## config.mk

```make
export PLATFORM = sky130hd
export DESIGN_NAME = speed_fusion_pi_controller_top
export DESIGN_NICKNAME = d
export VERILOG_FILES = /design/src/hw/rtl/sfpi_pkg.sv /design/src/hw/rtl/sfpi_datapath.sv /design/src/hw/rtl/sfpi_controller.sv /design/src/hw/rtl/speed_fusion_pi_controller_top.sv
export SDC_FILE = /design/constraint.sdc
export NUM_CORES = 2
export LEC_CHECK = 0
export CORE_MARGIN = 8
export CORE_UTILIZATION = 55
export CTS_CLUSTER_SIZE = 8
export DETAILED_ROUTE_END_ITERATION = 8
export DONT_BUFFER_PORTS = 1
export PLACE_DENSITY = 0.74
export SLEW_MARGIN = 20
export SYNTH_ARGS = -nofsm -noshare
export SYNTH_HDL_FRONTEND = slang
export SYNTH_SLANG_ARGS = --single-unit
```

## constraint.sdc

```tcl
create_clock -name clk -period 23.2 [get_ports clk]
set_clock_uncertainty 0.05 [all_clocks]
set_input_delay 1.16 -clock clk [delete_from_list [all_inputs] [get_ports clk]]
set_output_delay 1.16 -clock clk [all_outputs]
set_load 0.01 [all_outputs]
```

## src/hw/rtl/sfpi_pkg.sv

```systemverilog
// ----------------------------------------------------------------------------
// sfpi_pkg
// Shared types and constants of the speed fusion PI controller.
// ----------------------------------------------------------------------------
package sfpi_pkg;

	localparam int unsigned CountW  = 16;
	localparam int unsigned TachW   = 15;
	localparam int unsigned SpeedW  = 16;
	localparam int unsigned ScaleW  = 32;
	localparam int unsigned GainW   = 18;
	localparam int unsigned LimitW  = 15;
	localparam int unsigned AccW    = 38;
	localparam int unsigned RawW    = AccW - 16;
	localparam int unsigned CfgIdxW = 3;
	localparam int unsigned CfgDatW = 32;
	localparam int unsigned InDatW  = 48;
	localparam int unsigned OutDatW = 40;

	typedef enum logic [CfgIdxW-1:0] {
		REG_RPM_PER_TICK   = 3'd0,
		REG_FUSE_THRESHOLD = 3'd1,
		REG_GAIN_NOW       = 3'd2,
		REG_GAIN_PREV      = 3'd3,
		REG_DRIVE_LIMIT    = 3'd4
	} cfg_reg_t;

	localparam logic [ScaleW-1:0] RpmPerTickRst   = 32'd65536;
	localparam logic [TachW-1:0]  FuseThresholdRst = 15'd150;
	localparam logic [GainW-1:0]  GainNowRst      = 18'd112059;
	localparam logic [GainW-1:0]  GainPrevRst     = 18'd109818;
	localparam logic [LimitW-1:0] DriveLimitRst   = 15'd25000;

	typedef struct packed {
		logic load_in;
		logic do_enc;
		logic do_fuse;
		logic do_prod0;
		logic do_prod1;
		logic do_out;
	} sfpi_cmd_t;

endpackage

```

## src/hw/rtl/sfpi_datapath.sv

```systemverilog
// ----------------------------------------------------------------------------
// sfpi_datapath
// Registers, speed fusion and velocity-form PI arithmetic, driven by commands.
// ----------------------------------------------------------------------------
module sfpi_datapath
	import sfpi_pkg::*;
(
	input  logic                 clk,
	input  logic                 arst_n,
	input  sfpi_cmd_t            cmd,
	input  logic                 cfg_we,
	input  logic [CfgIdxW-1:0]   cfg_index,
	input  logic [CfgDatW-1:0]   cfg_data,
	input  logic [InDatW-1:0]    in_data,
	output logic [OutDatW-1:0]   out_data
);

	logic [ScaleW-1:0]        rpm_per_tick_q;
	logic [TachW-1:0]         fuse_threshold_q;
	logic [GainW-1:0]         gain_now_q;
	logic [GainW-1:0]         gain_prev_q;
	logic [LimitW-1:0]        drive_limit_q;

	logic [CountW-1:0]        count_q;
	logic [TachW-1:0]         tachy_q;
	logic                     reverse_q;
	logic signed [SpeedW-1:0] setpoint_q;

	logic signed [SpeedW-1:0] enc_q;
	logic signed [SpeedW-1:0] speed_q;
	logic signed [SpeedW-1:0] err_q;
	logic signed [AccW-1:0]   acc_q;
	logic signed [SpeedW-1:0] last_err_q;
	logic signed [SpeedW-1:0] last_drive_q;

	logic signed [SpeedW-1:0] drive_q;
	logic signed [SpeedW-1:0] meas_q;
	logic                     sat_q;

	always_ff @(posedge clk or negedge arst_n) begin
		if (!arst_n) begin
			rpm_per_tick_q   <= RpmPerTickRst;
			fuse_threshold_q <= FuseThresholdRst;
			gain_now_q       <= GainNowRst;
			gain_prev_q      <= GainPrevRst;
			drive_limit_q    <= DriveLimitRst;
		end else if (cfg_we) begin
			unique case (cfg_index)
				REG_RPM_PER_TICK:   rpm_per_tick_q   <= cfg_data;
				REG_FUSE_THRESHOLD: fuse_threshold_q <= cfg_data[TachW-1:0];
				REG_GAIN_NOW:       gain_now_q       <= cfg_data[GainW-1:0];
				REG_GAIN_PREV:      gain_prev_q      <= cfg_data[GainW-1:0];
				REG_DRIVE_LIMIT:    drive_limit_q    <= cfg_data[LimitW-1:0];
				default: ;
			endcase
		end
	end

	logic [CountW+ScaleW-1:0] enc_prod;
	assign enc_prod = count_q * rpm_per_tick_q;

	logic signed [SpeedW-1:0] tach;
	logic signed [SpeedW:0]   fuse_sum;
	logic signed [SpeedW:0]   fuse_half;
	logic signed [SpeedW-1:0] speed;
	assign tach      = reverse_q ? -$signed({1'b0, tachy_q}) : $signed({1'b0, tachy_q});
	assign fuse_sum  = {enc_q[SpeedW-1], enc_q} + {tach[SpeedW-1], tach};
	assign fuse_half = (fuse_sum + {{SpeedW{1'b0}}, fuse_sum[SpeedW]}) >>> 1;
	assign speed     = (tachy_q > fuse_threshold_q) ? fuse_half[SpeedW-1:0] : enc_q;

	logic signed [AccW-1:0] prod_now;
	logic signed [AccW-1:0] prod_prev;
	assign prod_now  = AccW'($signed({1'b0, gain_now_q}) * err_q);
	assign prod_prev = AccW'($signed({1'b0, gain_prev_q}) * last_err_q);

	logic signed [RawW-1:0] raw;
	logic signed [RawW-1:0] lim;
	logic                   over_hi;
	logic                   over_lo;
	assign raw     = acc_q[AccW-1:16] + {{(RawW-1){1'b0}}, acc_q[AccW-1] & (|acc_q[15:0])};
	assign lim     = $signed({{(RawW-LimitW){1'b0}}, drive_limit_q});
	assign over_hi = raw > lim;
	assign over_lo = raw < -lim;

	logic signed [SpeedW-1:0] drive_next;
	always_comb begin
		drive_next = raw[SpeedW-1:0];
		if (over_hi) drive_next = lim[SpeedW-1:0];
		if (over_lo) drive_next = -lim[SpeedW-1:0];
	end

	always_ff @(posedge clk) begin
		if (cmd.load_in) begin
			count_q    <= in_data[15:0];
			tachy_q    <= in_data[30:16];
			reverse_q  <= in_data[31];
			setpoint_q <= in_data[47:32];
		end
		if (cmd.do_enc)   enc_q <= enc_prod[31:16];
		if (cmd.do_fuse) begin
			speed_q <= speed;
			err_q   <= setpoint_q - speed;
		end
		if (cmd.do_prod0) acc_q <= prod_now + {{(AccW-SpeedW-16){last_drive_q[SpeedW-1]}},
			last_drive_q, 16'd0};
		if (cmd.do_prod1) acc_q <= acc_q - prod_prev;
		if (cmd.do_out) begin
			drive_q <= drive_next;
			meas_q  <= speed_q;
			sat_q   <= over_hi | over_lo;
		end
	end

	always_ff @(posedge clk or negedge arst_n) begin
		if (!arst_n) begin
			last_err_q   <= '0;
			last_drive_q <= '0;
		end else if (cmd.do_out) begin
			last_err_q   <= err_q;
			last_drive_q <= drive_next;
		end
	end

	assign out_data = {7'd0, sat_q, meas_q, drive_q};

endmodule

```

## src/hw/rtl/sfpi_controller.sv

```systemverilog
// ----------------------------------------------------------------------------
// sfpi_controller
// Sequencer of one control tick and output handshake.
// ----------------------------------------------------------------------------
module sfpi_controller
	import sfpi_pkg::*;
(
	input  logic      clk,
	input  logic      arst_n,
	input  logic      in_valid,
	output logic      in_ready,
	output logic      out_valid,
	input  logic      out_ready,
	output sfpi_cmd_t cmd
);

	typedef enum logic [5:0] {
		ST_IDLE  = 6'b000001,
		ST_ENC   = 6'b000010,
		ST_FUSE  = 6'b000100,
		ST_PROD0 = 6'b001000,
		ST_PROD1 = 6'b010000,
		ST_CLAMP = 6'b100000
	} state_t;

	state_t state_q;
	state_t state_d;
	logic   out_valid_q;
	logic   out_free;

	assign out_free  = !out_valid_q || out_ready;
	assign in_ready  = (state_q == ST_IDLE);
	assign out_valid = out_valid_q;

	always_comb begin
		state_d = state_q;
		cmd     = '0;
		unique case (state_q)
			ST_IDLE: begin
				cmd.load_in = in_valid;
				if (in_valid) state_d = ST_ENC;
			end
			ST_ENC: begin
				cmd.do_enc = 1'b1;
				state_d    = ST_FUSE;
			end
			ST_FUSE: begin
				cmd.do_fuse = 1'b1;
				state_d     = ST_PROD0;
			end
			ST_PROD0: begin
				cmd.do_prod0 = 1'b1;
				state_d      = ST_PROD1;
			end
			ST_PROD1: begin
				cmd.do_prod1 = 1'b1;
				state_d      = ST_CLAMP;
			end
			ST_CLAMP: begin
				cmd.do_out = out_free;
				if (out_free) state_d = ST_IDLE;
			end
			default: state_d = ST_IDLE;
		endcase
	end

	always_ff @(posedge clk or negedge arst_n) begin
		if (!arst_n) begin
			state_q     <= ST_IDLE;
			out_valid_q <= 1'b0;
		end else begin
			state_q <= state_d;
			if (cmd.do_out)     out_valid_q <= 1'b1;
			else if (out_ready) out_valid_q <= 1'b0;
		end
	end

	a_cmd_onehot0: assert property (@(posedge clk) disable iff (!arst_n)
		$onehot0(cmd))
		else $error("more than one datapath command at once");

	a_out_from_clamp: assert property (@(posedge clk) disable iff (!arst_n)
		$rose(out_valid_q) |-> $past(state_q == ST_CLAMP))
		else $error("result raised outside the clamp step");

	a_no_early_out: assert property (@(posedge clk) disable iff (!arst_n)
		(in_valid && in_ready) |=> !cmd.do_out && !$rose(out_valid_q))
		else $error("result loaded right after an accepted item");

endmodule

```

## src/hw/rtl/speed_fusion_pi_controller_top.sv

```systemverilog
// ----------------------------------------------------------------------------
// speed_fusion_pi_controller_top
// Encoder/tachometer speed fusion followed by a saturating velocity-form PI.
//
//   channel  | direction | handshake             | payload
//   s_axis   | in        | s_tvalid / s_tready   | s_tdata  (48 bit)
//   m_axis   | out       | m_tvalid / m_tready   | m_tdata  (40 bit)
//   cfg      | in        | cfg_valid / cfg_ready | cfg_index, cfg_data
//
// Each item passes six steps: accept, encoder multiply, fusion, two gain
// multiply-accumulate steps on a single multiplier each, and clamp.
// The result register frees the pipeline once loaded; a stalled m_tready holds
// the clamp step until the previous result is taken. cfg_ready is always high.
// Reset restores the register defaults and clears the controller history.
// ----------------------------------------------------------------------------
module speed_fusion_pi_controller_top
	import sfpi_pkg::*;
(
	input  logic               clk,
	input  logic               arst_n,
	input  logic               s_tvalid,
	output logic               s_tready,
	// encoder_count[15:0], tachy_rpm[30:16], reverse[31], setpoint[47:32]
	input  logic [InDatW-1:0]  s_tdata,
	output logic               m_tvalid,
	input  logic               m_tready,
	// drive[15:0], measured_speed[31:16], saturated[32], zero[39:33]
	output logic [OutDatW-1:0] m_tdata,
	input  logic               cfg_valid,
	output logic               cfg_ready,
	input  logic [CfgIdxW-1:0] cfg_index,
	input  logic [CfgDatW-1:0] cfg_data
);

	sfpi_cmd_t cmd;

	assign cfg_ready = 1'b1;

	sfpi_controller u_ctrl (
		.clk       (clk),
		.arst_n    (arst_n),
		.in_valid  (s_tvalid),
		.in_ready  (s_tready),
		.out_valid (m_tvalid),
		.out_ready (m_tready),
		.cmd       (cmd)
	);

	sfpi_datapath u_dp (
		.clk       (clk),
		.arst_n    (arst_n),
		.cmd       (cmd),
		.cfg_we    (cfg_valid),
		.cfg_index (cfg_index),
		.cfg_data  (cfg_data),
		.in_data   (s_tdata),
		.out_data  (m_tdata)
	);

endmodule

```

==> flow_metrics.tcl <==
set metrics [dict create \
    grt_setup_unrepaired "false" \
    seq_area_frac_synth_pct 17.7 \
    place_area_um2 48800 \
    reg2reg_setup_slack_ps 13850 \
    ys_types 87 \
    worstSetupStartpointType "register" \
    critPathArrivalTime_ps 9610 \
    cp.required_ps 23460 \
    worstReg2RegEnd "u_dp.acc_q[32]" \
    port_buffers 0 \
    cts.path.max_buffers 3 \
    crit_type "register to register" \
    crit_slowest_cell "edfxtp_1" \
    clock-sinks 304 \
    synth_edf_count 167 \
    setup_viol 0 \
    avgSynthCellArea_um2 9.35 \
    io_pins 131 \
    initial_core_util_pct 55.4 \
    syn-cell-area_um2 47900 \
    antenna_found_initial 14 \
    stdcell_area_um2 50200 \
    ys_ff_latch 304 \
    die-area_um2 96900 \
    slew-limit-headroom_pct 29.5 \
    clockRootBuffer "clkbuf_16" \
    min_period_over_period_pct 40.3 \
    ys_warn_count 0 \
    finalWirelength_um 126000 \
    cts_resized 0 \
    clk_latency_ps 590 \
    min_period_ps 9350 \
    gp_congestion 0.916 \
    grt_max_degree 138 \
    ys_async_sr_fraction_pct 45.1 \
    reg2reg_from "u_dp.err_q[4]" \
    nets 6292 \
    clkTransAtPathRegs_ps 60 \
    drtIter0Drc 2525 \
    grt_pass1_wl_um 200000 \
    post_cts_buffers 0 \
    ant_nets 0 \
    grt_overflow 0 \
    cts_buffers 46 \
    routed-via-count 35400 \
    syn_inst 5126 \
    row_count 108 \
    tightest_slew_ps 1060 \
    cap_violations 0 \
    vias_per_cell 5.70 \
    fmax_mhz 107 \
    slew_violations 0 \
    slowest_delay_ps 760 \
    multi_input_area_um2 35000 \
    core-area_um2 86600 \
    grt_usage_pct 25.9 \
    cp_max_fo 19 \
    htree_levels 2 \
    tns_ps 0 \
    r2r_cells 30 \
    drive_gt1_share_pct 4.85 \
    hpwl_um 96700 \
    holdCritPathClass "primary input to asynchronous set/reset pin" \
    crit_top_cell "fa_1" \
    regArea_um2 8490 \
    final_hold_viol_count 0 \
    die_height_um 311 \
    die_w_um 311 \
    crit_path_start "u_dp.err_q[4]" \
    postCtsHoldBufs 0 \
    outcome "completed" \
    routedWlPerCell_um 20.3 \
    firstDrtPassIters 6 \
    first_global_vias 36400 \
    cts_tree "built" \
    synth_ff_type "edfxtp_1" \
    cp_top_family "adder cells" \
    syn2layout_area_growth_pct 4.72 \
    fillerInstances 7456 \
    worst-path-buf-inv 2 \
    endpoint_kind "register" \
    route.detailed.drc 0 \
]
## registers in the layout (all words and copies together), names as in the netlist, 18 cells and up
signal	cells
u_dp.acc_q	38
u_dp.gain_now_q	18
u_dp.gain_prev_q	18
u_dp.rpm_per_tick_q	32
## cell families after synthesis
family / count (synthesis) / synth area share [%]
other cells: 2 / 0.0157
buf+inv: 1174 / 9.36
compound gates: 510 / 6.91
xor+xnor: 227 / 4.15
fa+ha+maj: 1208 / 43.3
flops: 304 / 17.7
simple gates: 1582 / 15.8
mux: 119 / 2.75
## stage by stage
step | utilization [%] | hold WS, ps | worst slack [ps] | instances
5_1_grt | 57.9 | 204 | 13480 | 6200
3_5_place_dp | 56.3 | 355 | 14020 | 6103
3_3_place_gp | 56.3 | 354 | 14220 | 6103
4_1_cts | 57.9 | 194 | 13960 | 6187
6_report | 58.0 | 221 | 13850 | 6210
2_1_floorplan | - | 350 | 14830 | 5132
## metal layers
layer / global-route usage (%) / part of all wire, % / up-vias
met1: 33.7 / 39 / 17900
met2: 42.1 / 48 / 1389
li1: - / - / 15800
met4: 11.7 / 4.7 / 12
met3: 5.04 / 8.3 / 327
met5: 0 / 0.060 / -
## worst max-delay path by stage
stage	slack, ps	end	cells after the start
2_1_floorplan	14830	u_dp.acc_q[34]	34
3_3_place_gp	14220	u_dp.acc_q[34]	30
3_5_place_dp	14020	u_dp.acc_q[34]	30
4_1_cts	13960	u_dp.acc_q[34]	30
5_1_grt	13480	u_dp.acc_q[34]	30
6_report	13850	u_dp.acc_q[32]	30
## Yosys cell counts (all sizes together) (18+ instances only)
cell type  instances  share of area (%)
xor2              64                1.2
o21a              37               0.58
buf               24               0.34
nor2             149                1.2
and3              22               0.29
o21ai            131                1.4
nor3              44               0.48
nand3             59               0.64
nand4             22               0.30
nand2b            50               0.65
a21oi            126                1.3
a211oi            18               0.28
nand2            762                6.0
xnor2            163                3.0
dfstp             35                1.9
mux2i             20               0.42
and2             382                5.0
edfxtp           167                 10
clkbuf           182                1.4
dfrtp            102                5.3
ha               457                 12
a21o              62               0.97
nor2b             25               0.33
mux2              99                2.3
inv              968                7.6
fa               751                 31
o21bai            18               0.28
## placed cells by master, fill, tap and decap left out, drive strengths merged, types with 13 or more instances in the layout
| cell | count |
|---|---|
| a21oi | 126 |
| xnor2 | 163 |
| and3 | 22 |
| inv | 969 |
| a31oi | 13 |
| fa | 751 |
| mux2 | 99 |
| edfxtp | 167 |
| clkbuf | 81 |
| a21o | 62 |
| nor2 | 149 |
| xor2 | 64 |
| nor4 | 13 |
| o21bai | 18 |
| nand4 | 22 |
| o21a | 37 |
| dfstp | 35 |
| nand3 | 59 |
| nor2b | 25 |
| nor3 | 44 |
| nand2b | 50 |
| dfrtp | 102 |
| mux2i | 20 |
| or3 | 16 |
| ha | 457 |
| nand2 | 762 |
| diode | 23 |
| o21ai | 131 |
| a211oi | 18 |
| and2 | 382 |
| buf | 22 |
| o31ai | 16 |
## cell type report
class,instances,share of cell area [%]
Clock buffer,81,2.70
Inverter,968,7.24
Timing Repair Buffer,22,0.329
Multi-Input combinational cell,3654,69.8
Antenna cell,23,0.115
Clock inverter,3,0.0872
Tap cell,1155,2.88
Sequential cell,304,16.9
Power is not shown: default switching activity piles up to over one toggle a cycle in this logic, so the estimate is an artifact.
